[src/rtl/core/ois_pkg.sv]
// Shared constants, codes and controller/datapath bundles for the ordered integer set table.
// No dependencies; used by ois_ctrl, ois_dpath and ordered_integer_set_table.
package ois_pkg;

    localparam int CAPACITY = 16;
    localparam int IDX_W    = (CAPACITY > 1) ? $clog2(CAPACITY) : 1;
    localparam int CNT_W    = $clog2(CAPACITY + 1);

    localparam int ACT_W  = 2;
    localparam int ELEM_W = 32;
    localparam int STAT_W = 2;
    localparam int POS_W  = 4;
    localparam int OUT_DATA_W = 8;

    localparam logic [ACT_W-1:0] ACT_LOOKUP = 2'd0;
    localparam logic [ACT_W-1:0] ACT_INSERT = 2'd1;
    localparam logic [ACT_W-1:0] ACT_REMOVE = 2'd2;

    localparam logic [STAT_W-1:0] ST_OK   = 2'd0;
    localparam logic [STAT_W-1:0] ST_MISS = 2'd1;
    localparam logic [STAT_W-1:0] ST_FULL = 2'd2;

    typedef enum logic [2:0] {
        S_IDLE,
        S_SEARCH,
        S_SHIFT,
        S_APPEND,
        S_RESULT
    } t_state;

    typedef struct packed {
        logic accept;
        logic scan;
        logic shift;
        logic append;
        logic load_out;
    } t_dp_cmd;

    typedef struct packed {
        logic [ACT_W-1:0] act;
        logic             scan_done;
        logic             scan_hit;
        logic             full;
        logic             shift_done;
        logic             out_busy;
        logic [CNT_W-1:0] count;
    } t_dp_status;

endpackage

[src/rtl/core/ois_dpath.sv]
// Datapath: entry memory, scan/compaction pointer, fill count, result and output registers.
// Depends on ois_pkg; driven by ois_ctrl through t_dp_cmd.
module ois_dpath (
    input  logic                          i_clk,
    input  logic                          i_rst_n,
    input  ois_pkg::t_dp_cmd              i_cmd,
    output ois_pkg::t_dp_status           o_status,
    input  logic [ois_pkg::ACT_W-1:0]     i_action,
    input  logic [ois_pkg::ELEM_W-1:0]    i_element,
    input  logic                          i_out_ready,
    output logic                          o_out_valid,
    output logic [ois_pkg::STAT_W-1:0]    o_out_status,
    output logic [ois_pkg::POS_W-1:0]     o_out_pos
);

    logic [ois_pkg::ELEM_W-1:0] mem [ois_pkg::CAPACITY];

    logic [ois_pkg::ACT_W-1:0]  r_action;
    logic [ois_pkg::ELEM_W-1:0] r_element;
    logic [ois_pkg::CNT_W-1:0]  r_count;
    logic [ois_pkg::CNT_W-1:0]  r_ptr;
    logic                       r_rd_ok;
    logic [ois_pkg::IDX_W-1:0]  r_rd_addr;
    logic [ois_pkg::ELEM_W-1:0] r_rdata;
    logic [ois_pkg::STAT_W-1:0] r_res_status;
    logic [ois_pkg::POS_W-1:0]  r_res_pos;
    logic                       r_out_valid;
    logic [ois_pkg::STAT_W-1:0] r_out_status;
    logic [ois_pkg::POS_W-1:0]  r_out_pos;

    logic rd_en;
    logic hit;
    logic full;
    logic scan_done;
    logic shift_done;
    logic walking;

    always_comb begin
        walking    = i_cmd.scan | i_cmd.shift;
        rd_en      = r_ptr < r_count;
        hit        = r_rd_ok && (r_rdata == r_element);
        full       = r_count >= ois_pkg::CNT_W'(ois_pkg::CAPACITY);
        // scan ends on a match or once the last read has been compared
        scan_done  = hit || (!r_rd_ok && !rd_en);
        shift_done = !r_rd_ok && !rd_en;
    end

    // one write port, one registered read port
    always_ff @(posedge i_clk) begin
        if (i_cmd.append) begin
            mem[r_count[ois_pkg::IDX_W-1:0]] <= r_element;
        end else if (i_cmd.shift && r_rd_ok) begin
            mem[r_rd_addr - ois_pkg::IDX_W'(1)] <= r_rdata;
        end
        if (walking && rd_en) begin
            r_rdata   <= mem[r_ptr[ois_pkg::IDX_W-1:0]];
            r_rd_addr <= r_ptr[ois_pkg::IDX_W-1:0];
        end
    end

    always_ff @(posedge i_clk) begin
        if (!i_rst_n) begin
            r_count     <= '0;
            r_ptr       <= '0;
            r_rd_ok     <= 1'b0;
            r_out_valid <= 1'b0;
        end else begin
            if (i_cmd.accept) begin
                r_ptr   <= '0;
                r_rd_ok <= 1'b0;
            end else if (i_cmd.scan && hit) begin
                // compaction starts reading just above the match
                r_ptr   <= ois_pkg::CNT_W'(r_rd_addr) + ois_pkg::CNT_W'(1);
                r_rd_ok <= 1'b0;
            end else if (walking) begin
                r_rd_ok <= rd_en;
                if (rd_en) begin
                    r_ptr <= r_ptr + ois_pkg::CNT_W'(1);
                end
            end

            if (i_cmd.append) begin
                r_count <= r_count + ois_pkg::CNT_W'(1);
            end else if (i_cmd.shift && shift_done) begin
                r_count <= r_count - ois_pkg::CNT_W'(1);
            end

            if (i_cmd.load_out) begin
                r_out_valid <= 1'b1;
            end else if (i_out_ready) begin
                r_out_valid <= 1'b0;
            end
        end
    end

    always_ff @(posedge i_clk) begin
        if (i_cmd.accept) begin
            r_action  <= i_action;
            r_element <= i_element;
        end
        if (i_cmd.scan && scan_done) begin
            if (hit) begin
                r_res_status <= (r_action == ois_pkg::ACT_INSERT) ? ois_pkg::ST_MISS
                                                                  : ois_pkg::ST_OK;
                r_res_pos    <= ois_pkg::POS_W'(r_rd_addr);
            end else if (r_action == ois_pkg::ACT_INSERT) begin
                r_res_status <= full ? ois_pkg::ST_FULL : ois_pkg::ST_OK;
                r_res_pos    <= full ? '0 : ois_pkg::POS_W'(r_count);
            end else begin
                r_res_status <= ois_pkg::ST_MISS;
                r_res_pos    <= '0;
            end
        end
        if (i_cmd.load_out) begin
            r_out_status <= r_res_status;
            r_out_pos    <= r_res_pos;
        end
    end

    always_comb begin
        o_status.act        = r_action;
        o_status.scan_done  = scan_done;
        o_status.scan_hit   = hit;
        o_status.full       = full;
        o_status.shift_done = shift_done;
        o_status.out_busy   = r_out_valid && !i_out_ready;
        o_status.count      = r_count;
    end

    assign o_out_valid  = r_out_valid;
    assign o_out_status = r_out_status;
    assign o_out_pos    = r_out_pos;

endmodule

[src/rtl/core/ois_ctrl.sv]
// Controller state machine: accept, scan, compaction or append, then result hand-off.
// Depends on ois_pkg; drives ois_dpath through t_dp_cmd.
module ois_ctrl (
    input  logic                 i_clk,
    input  logic                 i_rst_n,
    input  logic                 i_in_valid,
    output logic                 o_in_ready,
    input  ois_pkg::t_dp_status  i_status,
    output ois_pkg::t_dp_cmd     o_cmd
);

    ois_pkg::t_state r_state;
    ois_pkg::t_state n_state;

    always_ff @(posedge i_clk) begin
        if (!i_rst_n) begin
            r_state <= ois_pkg::S_IDLE;
        end else begin
            r_state <= n_state;
        end
    end

    always_comb begin
        n_state = r_state;
        unique case (r_state)
            ois_pkg::S_IDLE: begin
                if (i_in_valid) n_state = ois_pkg::S_SEARCH;
            end
            ois_pkg::S_SEARCH: begin
                if (i_status.scan_done) begin
                    if (i_status.scan_hit && i_status.act == ois_pkg::ACT_REMOVE) begin
                        n_state = ois_pkg::S_SHIFT;
                    end else if (!i_status.scan_hit && i_status.act == ois_pkg::ACT_INSERT
                                 && !i_status.full) begin
                        n_state = ois_pkg::S_APPEND;
                    end else begin
                        n_state = ois_pkg::S_RESULT;
                    end
                end
            end
            ois_pkg::S_SHIFT: begin
                if (i_status.shift_done) n_state = ois_pkg::S_RESULT;
            end
            ois_pkg::S_APPEND: begin
                n_state = ois_pkg::S_RESULT;
            end
            ois_pkg::S_RESULT: begin
                if (!i_status.out_busy) n_state = ois_pkg::S_IDLE;
            end
            default: n_state = ois_pkg::S_IDLE;
        endcase
    end

    always_comb begin
        o_cmd      = '0;
        o_in_ready = 1'b0;
        unique case (r_state)
            ois_pkg::S_IDLE: begin
                o_in_ready   = 1'b1;
                o_cmd.accept = i_in_valid;
            end
            ois_pkg::S_SEARCH: o_cmd.scan   = 1'b1;
            ois_pkg::S_SHIFT:  o_cmd.shift  = 1'b1;
            ois_pkg::S_APPEND: o_cmd.append = 1'b1;
            ois_pkg::S_RESULT: o_cmd.load_out = !i_status.out_busy;
            default: o_cmd = '0;
        endcase
    end

endmodule

[src/rtl/core/ordered_integer_set_table.sv]
// Ordered integer set table: up to 16 distinct 32-bit values kept in insertion order.
// Depends on ois_pkg, ois_ctrl and ois_dpath.
//
// Input stream: one beat per command. tuser carries the action (lookup, insert if
// absent, remove if present), tdata the signed 32-bit value. Output stream: one beat
// per command, tuser = status (done/found, absent/already present, full), tdata = position.
// One command is worked at a time; o_s_axis_tready is high only while the block waits.
// Each command is accepted, then scanned up to the count or to the match (one read per cycle
// through the single registered port); a remove that matched then compacts the entries
// above the match down by one, an insert that missed and found room writes at the end,
// and finally the result register is loaded.
// The result sits in an output register, so the next command is taken while it waits;
// if the receiver stalls and a second result is ready, the block holds it until the
// output register empties. Reset empties the table (count to zero) and the output.
// The entry memory is not cleared: only entries below the count are ever read.
module ordered_integer_set_table (
    input  logic        i_clk,
    input  logic        i_rst_n,
    input  logic        i_s_axis_tvalid,
    output logic        o_s_axis_tready,
    input  logic [31:0] i_s_axis_tdata,  // [31:0] element
    input  logic [1:0]  i_s_axis_tuser,  // [1:0] action
    output logic        o_m_axis_tvalid,
    input  logic        i_m_axis_tready,
    output logic [7:0]  o_m_axis_tdata,  // [3:0] position, [7:4] zero
    output logic [1:0]  o_m_axis_tuser   // [1:0] status
);

    ois_pkg::t_dp_cmd    cmd;
    ois_pkg::t_dp_status status;
    logic [ois_pkg::POS_W-1:0] out_pos;

    ois_ctrl u_ctrl (
        .i_clk      (i_clk),
        .i_rst_n    (i_rst_n),
        .i_in_valid (i_s_axis_tvalid),
        .o_in_ready (o_s_axis_tready),
        .i_status   (status),
        .o_cmd      (cmd)
    );

    ois_dpath u_dpath (
        .i_clk        (i_clk),
        .i_rst_n      (i_rst_n),
        .i_cmd        (cmd),
        .o_status     (status),
        .i_action     (i_s_axis_tuser),
        .i_element    (i_s_axis_tdata),
        .i_out_ready  (i_m_axis_tready),
        .o_out_valid  (o_m_axis_tvalid),
        .o_out_status (o_m_axis_tuser),
        .o_out_pos    (out_pos)
    );

    assign o_m_axis_tdata = {{(ois_pkg::OUT_DATA_W - ois_pkg::POS_W){1'b0}}, out_pos};

    a_count_bound: assert property (@(posedge i_clk) disable iff (!i_rst_n)
        status.count <= ois_pkg::CNT_W'(ois_pkg::CAPACITY))
        else $error("entry count above capacity");

    a_append_count: assert property (@(posedge i_clk) disable iff (!i_rst_n)
        cmd.append |=> status.count == $past(status.count) + ois_pkg::CNT_W'(1))
        else $error("append did not bump the count");

    a_busy_after_accept: assert property (@(posedge i_clk) disable iff (!i_rst_n)
        cmd.accept |=> !o_s_axis_tready)
        else $error("input ready while a command is in work");

    a_load_shows: assert property (@(posedge i_clk) disable iff (!i_rst_n)
        cmd.load_out |=> o_m_axis_tvalid)
        else $error("loaded result not presented");

endmodule

[config.mk]
export PLATFORM = sky130hd
export DESIGN_NAME = ordered_integer_set_table
export DESIGN_NICKNAME = d
export VERILOG_FILES = /design/src/rtl/core/ois_pkg.sv /design/src/rtl/core/ois_dpath.sv /design/src/rtl/core/ois_ctrl.sv /design/src/rtl/core/ordered_integer_set_table.sv
export SDC_FILE = /design/constraint.sdc
export NUM_CORES = 1
export LEC_CHECK = 0
export BUFFER_PORTS_ARGS = -buffer_cell sky130_fd_sc_hd__buf_2
export CORE_MARGIN = 10
export CORE_UTILIZATION = 31
export CTS_CLUSTER_DIAMETER = 200
export CTS_CLUSTER_SIZE = 40
export DETAILED_ROUTE_END_ITERATION = 8
export HOLD_SLACK_MARGIN = 0.1
export PLACE_DENSITY_LB_ADDON = 0.1
export SLEW_MARGIN = 20
export SYNTH_ARGS = -nofsm -noshare
export SYNTH_HDL_FRONTEND = slang
export SYNTH_HIERARCHICAL = 1
export SYNTH_SLANG_ARGS = --single-unit
[constraint.sdc]
create_clock -name i_clk -period 3.3 [get_ports i_clk]
set_clock_uncertainty 0.1 [all_clocks]
set_input_delay 0 -clock i_clk [delete_from_list [all_inputs] [get_ports i_clk]]
set_output_delay 0 -clock i_clk [all_outputs]
set_load 0.02 [all_outputs]
==> results.yml, run 1 <==
pwr:
  power_per_cell_area_nw_per_um2: 501
  power.static_leakage_nw: 8.27
  power.ir.vdd_worst_v: 0.000298
global_route:
  grt_use_met3_pct: 1.24
  met2_routing_resource_usage_after_global_routing_pct: 22.7
  use_met1_pct: 19.2
  grt_busiest_layer: "met2"
  grt_start_max_net_pins: 133
  antenna_violations_before_repair: 0
  via_count_of_the_first_global_routing_pass: 12000
  grt_overflow_total: 0
  globalRouteTotalUtil_pct: 13.6
  grt_pass1_wl_um: 88700
critical_path:
  cp_max_fo: 5
  critPathArrivalTime_ns: 3.57
  required_ns: 3.75
  start_kind: "flip-flop"
  critical_path_end_type: "flip-flop"
  timing.critical_path.max_delay_family: "simple AND/OR/NAND/NOR gates"
  regToRegSetupSlack_ns: 0.18
  critical_path_class: "reg2reg"
  largest_stage_delay_worst_path_ns: 0.56
  crit_slowest_cell: "sky130_fd_sc_hd__dlygate4sd3_1"
  timing.critical_path.buf_inv: 4
  crit_path_frequent_cell: "sky130_fd_sc_hd__buf_4"
  timing.critical_path.cells: "xor2_1, nor4_1, buf_4, nand4_1, buf_4, nor3_2, buf_4, or2_2, nand3b_1, or3_1, a31oi_1, dlygate4sd3_1"
finish:
  postLayoutCellArea_um2: 27300
  diodes: 0
  fillers: 7108
  areaGrowthSynthToFinish_pct: 14.7
  final_net_count: 1338
  final_layout_size_suffix_gt1_share_pct: 24.7
floorplanning:
  die_h_um: 297
  die_x_um: 297
  floorplan.initialDensity_pct: 31.3
  die_area_um2: 88300
  fp-row-count: 101
  design.portCount: 50
  fp.coreArea_um2: 76100
route:
  detail_route.drc_violations: 0
  postRouteAntennaNets: 0
  drt-wirelength-per-cell_um: 26.3
  drt_pre_antenna_iters: 4
  route.final.wire_length_um: 61400
  post_drt_via_cell_ratio: 4.90
  via_count: 11400
  drt_iter0_drc: 942
clocking:
  cts_buffers: 19
  cts_tree: "yes"
  cts_root_buf: "sky130_fd_sc_hd__clkbuf_16"
  clock_tree.buffer_depth: 3
  clock_sinks: 609
  depth_of_the_cts_h_tree: 1
  clock_slew_at_the_register_clock_pins_of_the_worst_setup_and_hold_paths_ns: 0.17
  clock_insertion_delay_worst_skew_ns: 0.61
timing:
  worst_tran_pin_value_ns: 1.12
  setup_repair_after_global_routing_missed_its_margin: "false"
  finalHoldViolations: 0
  timing.final.max_slew_violations: 0
  setup_violations: 0
  timing.setup.tns_ns: 0
  achievable-frequency_ghz: 0.321
  finalCriticalPeriod_ns: 3.12
  timing.slew.headroom_pct: 25.1
  period_share_pct: 94.5
flow_run:
  maxCapViolCount: 0
logic_synthesis:
  yosysWarnings: 6
  synthTopCellsByArea: "sky130_fd_sc_hd__edfxtp_1 75%, sky130_fd_sc_hd__mux4_2 15%, sky130_fd_sc_hd__nand2_1 1.8%"
  most_frequently_used_cell_type_in_the_post_synthesis_netlist: "sky130_fd_sc_hd__edfxtp_1"
  post-synth-top-area-cell: "sky130_fd_sc_hd__edfxtp_1"
  share_of_flip_flops_with_an_asynchronous_set_or_reset_pct: 0
  ys_seq_elements: 609
  ys_seq_area_share_pct: 76.2
  post_synth.cell_area_avg_um2: 20.8
  synthDominantCellAreaShare_pct: 74.9
  syn-cell-area_um2: 23800
  synth_flop_cell: "sky130_fd_sc_hd__edfxtp_1"
  synthCells: 1142
  post_synthesis_cell_type_count: 55
  synth-edff-count: 594
  synth_commonest_cells: "594 x sky130_fd_sc_hd__edfxtp_1, 160 x sky130_fd_sc_hd__mux4_2, 115 x sky130_fd_sc_hd__nand2_1"
place:
  dp_hpwl_um: 33900
  gp_congestion: 0.705
  placedInstanceArea_um2: 26000
  buffer_ports.inserted: 45
run_status:
  outcome: "finished clean"
min_path:
  timing.hold.worst.class: "reg2reg"
## metal layers
layer,wire length [um],part of all wire (%),vias up
li1,-,-,4874
met5,0,0,-
met1,28600,46,6340
met2,30100,49,186
met4,988,1.6,0
met3,1830,3.0,37
## placed cells by master (no fill, tap or decap), types with 4 or more instances in the layout
cell,instances
sky130_fd_sc_hd__mux4_2,160
sky130_fd_sc_hd__buf_2,45
sky130_fd_sc_hd__clkbuf_16,19
sky130_fd_sc_hd__dfxtp_1,10
sky130_fd_sc_hd__buf_12,25
sky130_fd_sc_hd__ha_1,10
sky130_fd_sc_hd__nor2_1,16
sky130_fd_sc_hd__nand3_1,5
sky130_fd_sc_hd__nor4_1,7
sky130_fd_sc_hd__clkbuf_1,13
sky130_fd_sc_hd__inv_1,14
sky130_fd_sc_hd__xnor2_1,9
sky130_fd_sc_hd__xor2_1,34
sky130_fd_sc_hd__edfxtp_1,594
sky130_fd_sc_hd__conb_1,4
sky130_fd_sc_hd__nor3_1,5
sky130_fd_sc_hd__dlygate4sd3_1,75
sky130_fd_sc_hd__nor2_4,16
sky130_fd_sc_hd__and2_1,6
sky130_fd_sc_hd__a21oi_1,8
sky130_fd_sc_hd__nand2_1,114
sky130_fd_sc_hd__o21ai_0,11
sky130_fd_sc_hd__nor2b_1,5
sky130_fd_sc_hd__buf_4,37
## through the flow
stage	power (mW)	setup slack [ns]	cells	hold WS (ns)	util, %
floorplan	9.90	-0.295	1145	-0.00113	-
global placement	10.4	0.172	2221	0.0785	34.1
detailed placement	10.4	0.211	2221	0.0787	34.1
CTS	13.9	0.0401	2327	0.102	35.8
global route	14.2	0.00303	2332	0.347	35.9
finish	13.7	0.183	2332	0.341	35.9
## cell families (layout without fill, tap and decap cells)
kind of cell / after synthesis / in the layout / share of synthesized area (%)
AOI/OAI and AO/OA: 44 / 44 / 1.25
DFF: 609 / 609 / 76.2
buffers and inverters: 74 / 231 / 1.40
and+or+nand+nor: 197 / 197 / 3.69
adders and majority gates: 11 / 11 / 0.610
muxes: 163 / 163 / 15.3
other: 1 / 4 / 0.0158
xor gates and xnor gates: 43 / 43 / 1.58
## what timing repair did
item,4_1_cts,5_1_grt
setup endpoints to repair,0,1
hold buffers,72,3
buffers inserted,0,2
hold endpoints to repair,55,3
gates resized for setup,0,2
## cell type report
type / count / area [um^2] / share of cell area [%]
Clock inverter: 2 / 38.8 / 0.142
Timing Repair Buffer: 182 / 1750 / 6.43
Clock buffer: 32 / 524 / 1.92
Inverter: 15 / 56.3 / 0.206
Tap cell: 1030 / 1290 / 4.72
Multi-Input combinational cell: 462 / 5490 / 20.1
Sequential cell: 609 / 18200 / 66.5
## power breakdown
| group | switching [mW] | internal, mW | leakage [nW] |
|---|---|---|---|
| registers | 0.115 | 8.94 | 5.48 |
| logic | 0.789 | 0.410 | 2.52 |
| clock network | 2.29 | 1.14 | 0.265 |
| total | 3.19 | 10.5 | 8.27 |
## final timing paths
kind                            depth (start not counted)                      startpoint                             end
worst min register to register                          0  u_dpath/r_res_pos[1]$_DFFE_PP_  u_dpath/o_out_pos[1]$_DFFE_PP_
worst max-delay path                                   12   u_dpath/r_rdata[18]$_DFFE_PP_  u_ctrl/r_state[2]$_SDFFE_PN0P_
worst min-delay path                                    0  u_dpath/r_res_pos[1]$_DFFE_PP_  u_dpath/o_out_pos[1]$_DFFE_PP_
worst max register to register                         12   u_dpath/r_rdata[18]$_DFFE_PP_  u_ctrl/r_state[2]$_SDFFE_PN0P_
## sequential cells by signal (all words and copies together), names as in the netlist
| register | cells |
|---|---|
| u_ctrl/r_state | 3 |
| u_dpath/r_element | 32 |
| u_dpath/mem | 512 |
| u_dpath/r_count | 5 |
| u_dpath/r_rd_addr | 4 |
| u_dpath/r_rdata | 32 |
| u_dpath/o_out_pos | 4 |
| u_dpath/r_action | 2 |
| u_dpath/r_rd_ok | 1 |
| u_dpath/r_res_status | 2 |
| u_dpath/r_res_pos | 4 |
| u_dpath/o_out_valid | 1 |
| u_dpath/o_out_status | 2 |
| u_dpath/r_ptr | 5 |
(Power assumes the default switching activity.)
==> inputs of run 2 (changes only) <==
--- a/config.mk
+++ b/config.mk
@@ -13,6 +13,7 @@
 export DETAILED_ROUTE_END_ITERATION = 8
 export HOLD_SLACK_MARGIN = 0.1
 export PLACE_DENSITY_LB_ADDON = 0.1
+export SETUP_SLACK_MARGIN = 0.2
 export SLEW_MARGIN = 20
 export SYNTH_ARGS = -nofsm -noshare
 export SYNTH_HDL_FRONTEND = slang
==> results.yml, run 2 (synthesis results as in run 1) <==
run_status:
  outcome: "finished clean"
floorplanning:
  fp.coreArea_um2: 76100
  die_h_um: 297
  floorplan.initialDensity_pct: 31.3
  fp-row-count: 101
  die_area_um2: 88300
  design.portCount: 50
  die_x_um: 297
clocking:
  cts_root_buf: "sky130_fd_sc_hd__clkbuf_16"
  depth_of_the_cts_h_tree: 1
  clock_sinks: 609
  clock_slew_at_the_register_clock_pins_of_the_worst_setup_and_hold_paths_ns: 0.17
  cts_tree: "yes"
  clock_insertion_delay_worst_skew_ns: 0.60
  cts_buffers: 19
  clock_tree.buffer_depth: 3
finish:
  largest_register_ff_count: 512
  areaGrowthSynthToFinish_pct: 14.7
  fillers: 7111
  diodes: 0
  mostFrequentLayoutCell: "sky130_fd_sc_hd__edfxtp_1"
  largest-register: "u_dpath/mem"
  largest_registers: "u_dpath/mem x512, u_dpath/r_element x32, u_dpath/r_rdata x32"
  final_net_count: 1337
  postLayoutCellArea_um2: 27300
  final_layout_size_suffix_gt1_share_pct: 25.1
  most-common-layout-cells: "594 x sky130_fd_sc_hd__edfxtp_1, 160 x sky130_fd_sc_hd__mux4_2, 113 x sky130_fd_sc_hd__nand2_1, 74 x sky130_fd_sc_hd__dlygate4sd3_1, 45 x sky130_fd_sc_hd__buf_2"
flow_run:
  maxCapViolCount: 0
place:
  dp_hpwl_um: 33900
  buffer_ports.inserted: 45
  placedInstanceArea_um2: 26000
  gp_congestion: 0.705
global_route:
  antenna_violations_before_repair: 0
  grt_pass1_wl_um: 88700
  globalRouteTotalUtil_pct: 13.6
  grt_overflow_total: 0
  via_count_of_the_first_global_routing_pass: 12000
  grt_start_max_net_pins: 133
min_path:
  hp-start: "u_dpath/r_res_pos[1]$_DFFE_PP_"
  timing.hold.worst.class: "reg2reg"
timing:
  timing.setup.tns_ns: 0
  period_share_pct: 93.2
  achievable-frequency_ghz: 0.325
  finalHoldViolations: 0
  timing.final.max_slew_violations: 0
  timing.slew.headroom_pct: 25.8
  setup_repair_after_global_routing_missed_its_margin: "true"
  finalCriticalPeriod_ns: 3.08
  setup_violations: 0
  whs_ns: 0.340
  worst_tran_pin_value_ns: 1.11
critical_path:
  critPathLaunch: "u_dpath/r_rdata[18]$_DFFE_PP_"
  worstReg2RegStart: "u_dpath/r_rdata[18]$_DFFE_PP_"
  required_ns: 3.70
  critical_path_end_type: "flip-flop"
  critPathArrivalTime_ns: 3.48
  cp_max_fo: 5
  start_kind: "flip-flop"
  critical_path_class: "reg2reg"
route:
  route.final.wire_length_um: 61400
  drt-wirelength-per-cell_um: 26.3
  via_count: 11400
  detail_route.drc_violations: 0
  drt_pre_antenna_iters: 5
  postRouteAntennaNets: 0
  drt_iter0_drc: 920
  post_drt_via_cell_ratio: 4.90
pwr:
  power.static_leakage_nw: 8.26
  power_per_cell_area_nw_per_um2: 500
  power.ir.vdd_worst_v: 0.000298
[run 2: cell types whose count changed in the layout (fill, tap and decap cells not counted), sizes merged]
cell	before	now
dlygate4sd3	75	74
[run 2: metrics by stage]
step                      utilization, %  total power, mW  setup WS, ns  std cells
final                               35.9             13.7         0.225       2331
after global routing                35.9             14.2         0.119       2331
after CTS                           35.8             13.9         0.210       2326
after detailed placement            34.1             10.4         0.211       2221
after global placement              34.1             10.4         0.172       2221
after floorplan                        -             9.90        -0.295       1145
[run 2: repair_timing]
action | in CTS | in global routing
gates resized for setup | 3 | 7
setup endpoints to repair | 1 | 125
hold buffers | 71 | 3
hold endpoints to repair | 55 | 3
setup buffers | 0 | 2
pin swaps | 3 | 6
[run 2: path summary, 6_finish.rpt]
path / end / slack, ns / cells after the start
max: u_dpath/r_ptr[4]$_SDFFE_PP0P_ / 0.22 / 13
min reg2reg: u_dpath/o_out_pos[1]$_DFFE_PP_ / 0.34 / 0
min: u_dpath/o_out_pos[1]$_DFFE_PP_ / 0.34 / 0
max reg2reg: u_dpath/r_ptr[4]$_SDFFE_PP0P_ / 0.22 / 13
[run 2: final cells by class]
class,count,area (um^2),share of cell area (%)
Clock buffer,32,524,1.92
Multi-Input combinational cell,462,5510,20.2
Tap cell,1030,1290,4.72
Clock inverter,2,38.8,0.142
Inverter,15,56.3,0.206
Timing Repair Buffer,181,1750,6.40
Sequential cell,609,18200,66.5
[run 2: critical path, cell delays in order (launching register included)]
cell and delay, ns:
sky130_fd_sc_hd__edfxtp_1 0.45, sky130_fd_sc_hd__xor2_1 0.16, sky130_fd_sc_hd__nor4_1 0.32, sky130_fd_sc_hd__buf_4 0.18
sky130_fd_sc_hd__nand4_1 0.09, sky130_fd_sc_hd__buf_4 0.18, sky130_fd_sc_hd__or4_4 0.56, sky130_fd_sc_hd__nor2_4 0.13
sky130_fd_sc_hd__a21o_1 0.10, sky130_fd_sc_hd__ha_2 0.20, sky130_fd_sc_hd__nand3_2 0.08, sky130_fd_sc_hd__o21a_1 0.22
sky130_fd_sc_hd__o21ai_1 0.13, sky130_fd_sc_hd__a21oi_1 0.07
[run 2: layer usage]
metal / GRT usage (%) / wire, um / up-vias / share of wire [%]
li1: - / - / 4874 / -
met1: 19.2 / 28400 / 6312 / 46
met2: 22.7 / 29900 / 192 / 49
met3: 1.24 / 2030 / 37 / 3.3
met4: 2.53 / 988 / 0 / 1.6
met5: 0 / 0 / - / 0
[run 2: where the power goes]
| group | internal (mW) | switching (mW) | total (mW) | leakage [nW] |
|---|---|---|---|---|
| logic | 0.407 | 0.790 | 1.20 | 2.51 |
| clock network | 1.14 | 2.27 | 3.41 | 0.265 |
| registers | 8.94 | 0.115 | 9.05 | 5.48 |
==> inputs of run 3 (changes only) <==
--- a/config.mk
+++ b/config.mk
@@ -7,7 +7,7 @@
 export LEC_CHECK = 0
 export BUFFER_PORTS_ARGS = -buffer_cell sky130_fd_sc_hd__buf_2
 export CORE_MARGIN = 10
-export CORE_UTILIZATION = 31
+export CORE_UTILIZATION = 50
 export CTS_CLUSTER_DIAMETER = 200
 export CTS_CLUSTER_SIZE = 40
 export DETAILED_ROUTE_END_ITERATION = 8
==> results.yml, run 3 (synthesis results as in run 1) <==
run_status:
  outcome: "finished clean"
place:
  dp_worst_setup_slack_ns: 0.247
  buffer_ports.inserted: 45
  dp_hpwl_um: 30800
  cell_count_after_placement: 1800
  gp_congestion: 0.816
route:
  via_count: 11300
  drt_pre_antenna_iters: 5
  drt-wirelength-per-cell_um: 28.0
  detail_route.drc_violations: 0
  post_drt_via_cell_ratio: 5.94
  route.final.wire_length_um: 53400
  postRouteAntennaNets: 0
  drt_iter0_drc: 1059
critical_path:
  required_ns: 3.72
  worstReg2RegStart: "u_dpath/r_rdata[24]$_DFFE_PP_"
  start_kind: "flip-flop"
  regToRegSetupSlack_ns: 0.24
  critical_path_class: "reg2reg"
  cp_max_fo: 6
  critPathArrivalTime_ns: 3.48
  critical_path_end_type: "flip-flop"
  timing.reg2reg.worst_path_depth: 13
  rr_endpoint: "u_dpath/r_ptr[2]$_SDFFE_PP0P_"
global_route:
  grt_overflow_total: 0
  grt_start_max_net_pins: 133
  globalRouteTotalUtil_pct: 18.9
  antenna_violations_before_repair: 0
  via_count_of_the_first_global_routing_pass: 11400
  grt_pass1_wl_um: 78700
clocking:
  depth_of_the_cts_h_tree: 1
  clock_insertion_delay_worst_skew_ns: 0.60
  cts_tree: "yes"
  clock_sinks: 609
  cts_root_buf: "sky130_fd_sc_hd__clkbuf_16"
  clock_tree.buffer_depth: 3
  cts_buffers: 19
  clock_slew_at_the_register_clock_pins_of_the_worst_setup_and_hold_paths_ns: 0.16
floorplanning:
  fp-row-count: 79
  design.portCount: 50
  die_h_um: 238
  die_x_um: 238
  fp.coreArea_um2: 46900
  die_area_um2: 56700
  floorplan.initialDensity_pct: 50.8
finish:
  fillers: 3547
  largest_register_ff_count: 512
  areaGrowthSynthToFinish_pct: 12.5
  mostFrequentLayoutCell: "sky130_fd_sc_hd__edfxtp_1"
  non_filler_cells_final: 1906
  most-common-layout-cells: "594 x sky130_fd_sc_hd__edfxtp_1, 160 x sky130_fd_sc_hd__mux4_2, 110 x sky130_fd_sc_hd__nand2_1, 68 x sky130_fd_sc_hd__dlygate4sd3_1, 45 x sky130_fd_sc_hd__buf_2"
  multi_input_comb_area_um2: 5530
  regArea_um2: 18200
  largest_registers: "u_dpath/mem x512, u_dpath/r_element x32, u_dpath/r_rdata x32"
  final_layout_size_suffix_gt1_share_pct: 25.8
  diodes: 0
  largest-register: "u_dpath/mem"
  final_net_count: 1335
timing:
  worst_tran_pin_value_ns: 1.05
  timing.setup.tns_ns: 0
  worst_slack_ns: 0.238
  timing.final.max_slew_violations: 0
  achievable-frequency_ghz: 0.327
  setup_repair_after_global_routing_missed_its_margin: "true"
  finalHoldViolations: 0
  timing.slew.headroom_pct: 29.7
  whs_ns: 0.121
  period_share_pct: 92.8
  finalCriticalPeriod_ns: 3.06
  setup_violations: 0
pwr:
  power_per_cell_area_nw_per_um2: 505
  power.static_leakage_nw: 8.26
  power.ir.vdd_worst_v: 0.000321
min_path:
  hp-start: "i_s_axis_tdata[28]"
  timing.hold.worst.class: "in2reg"
  whs_path_depth: 2
  whs_endpoint: "u_dpath/r_element[28]$_DFFE_PP_"
flow_run:
  maxCapViolCount: 0
[run 3: cell types whose count changed in the layout (fill, tap and decap cells not counted), sizes merged]
cell and change:
dlygate4sd3 -6, buf +4
[run 3: worst max-delay path, stage by stage, from the launching register on]
cell and delay (ns):
sky130_fd_sc_hd__edfxtp_1 0.45, sky130_fd_sc_hd__xor2_1 0.18, sky130_fd_sc_hd__nor4_1 0.29, sky130_fd_sc_hd__buf_4 0.17
sky130_fd_sc_hd__nand4_1 0.17, sky130_fd_sc_hd__or4_4 0.65, sky130_fd_sc_hd__buf_6 0.15, sky130_fd_sc_hd__nand2_2 0.06
sky130_fd_sc_hd__o21ai_2 0.08, sky130_fd_sc_hd__ha_4 0.17, sky130_fd_sc_hd__buf_6 0.11, sky130_fd_sc_hd__xor2_1 0.15
sky130_fd_sc_hd__nor2_1 0.07, sky130_fd_sc_hd__a211oi_1 0.20
[run 3: area by class of cell]
type                    instances  area share, %
clock inverters                 2          0.145
well taps                     607           2.83
flip-flops and latches        609           67.8
multi-input cells             462           20.6
inverters                      15          0.210
clock buffers                  32           1.96
repair buffers                179           6.47
[run 3: routing by layer]
layer  GRT usage (%)  vias up  share of wire (%)
met1            26.9     6210                 45
li1                -     4874                  -
met5               0        -                  0
met4            2.85        0                1.4
met2            31.7      211                 50
met3            2.09       35                3.6
[run 3: repair_timing]
action,4_1_cts,5_1_grt
resized for setup,0,21
hold endpoints to repair,75,1
endpoints found under the setup margin,0,509
buffers inserted,0,4
hold buffers,67,1
[run 3: how the worst max path moves through the flow]
stage | startpoint | to | slack [ns] | cells past startpoint
floorplan | u_ctrl/r_state[2]$_SDFFE_PN0P_ | u_dpath/mem[15][0]$_DFFE_PP_ | -0.30 | 8
global placement | u_dpath/r_element[21]$_DFFE_PP_ | u_dpath/r_ptr[4]$_SDFFE_PP0P_ | 0.24 | 12
detailed placement | u_dpath/r_element[21]$_DFFE_PP_ | u_dpath/r_ptr[4]$_SDFFE_PP0P_ | 0.25 | 12
CTS | u_ctrl/r_state[1]$_SDFFE_PN0P_ | u_dpath/mem[14][12]$_DFFE_PP_ | 0.22 | 8
global route | u_dpath/r_rdata[24]$_DFFE_PP_ | u_dpath/r_ptr[2]$_SDFFE_PP0P_ | 0.04 | 13
finish | u_dpath/r_rdata[24]$_DFFE_PP_ | u_dpath/r_ptr[2]$_SDFFE_PP0P_ | 0.24 | 13
[run 3: power breakdown]
group          leakage (nW)  internal (mW)  switching [mW]  total [mW]
Sequential             5.49           8.94           0.126        9.06
Combinational          2.51          0.405           0.738        1.14
Clock                 0.265           1.14            2.20        3.34
Total                  8.26           10.5            3.06        13.5
[run 3: stage by stage]
step / total power, mW / util, % / area (um^2)
2_1_floorplan: 9.90 / - / 23800
3_3_place_gp: 10.3 / 54.3 / 25400
3_5_place_dp: 10.3 / 54.3 / 25400
4_1_cts: 13.7 / 56.9 / 26700
5_1_grt: 14.0 / 57.2 / 26800
6_report: 13.5 / 57.2 / 26800
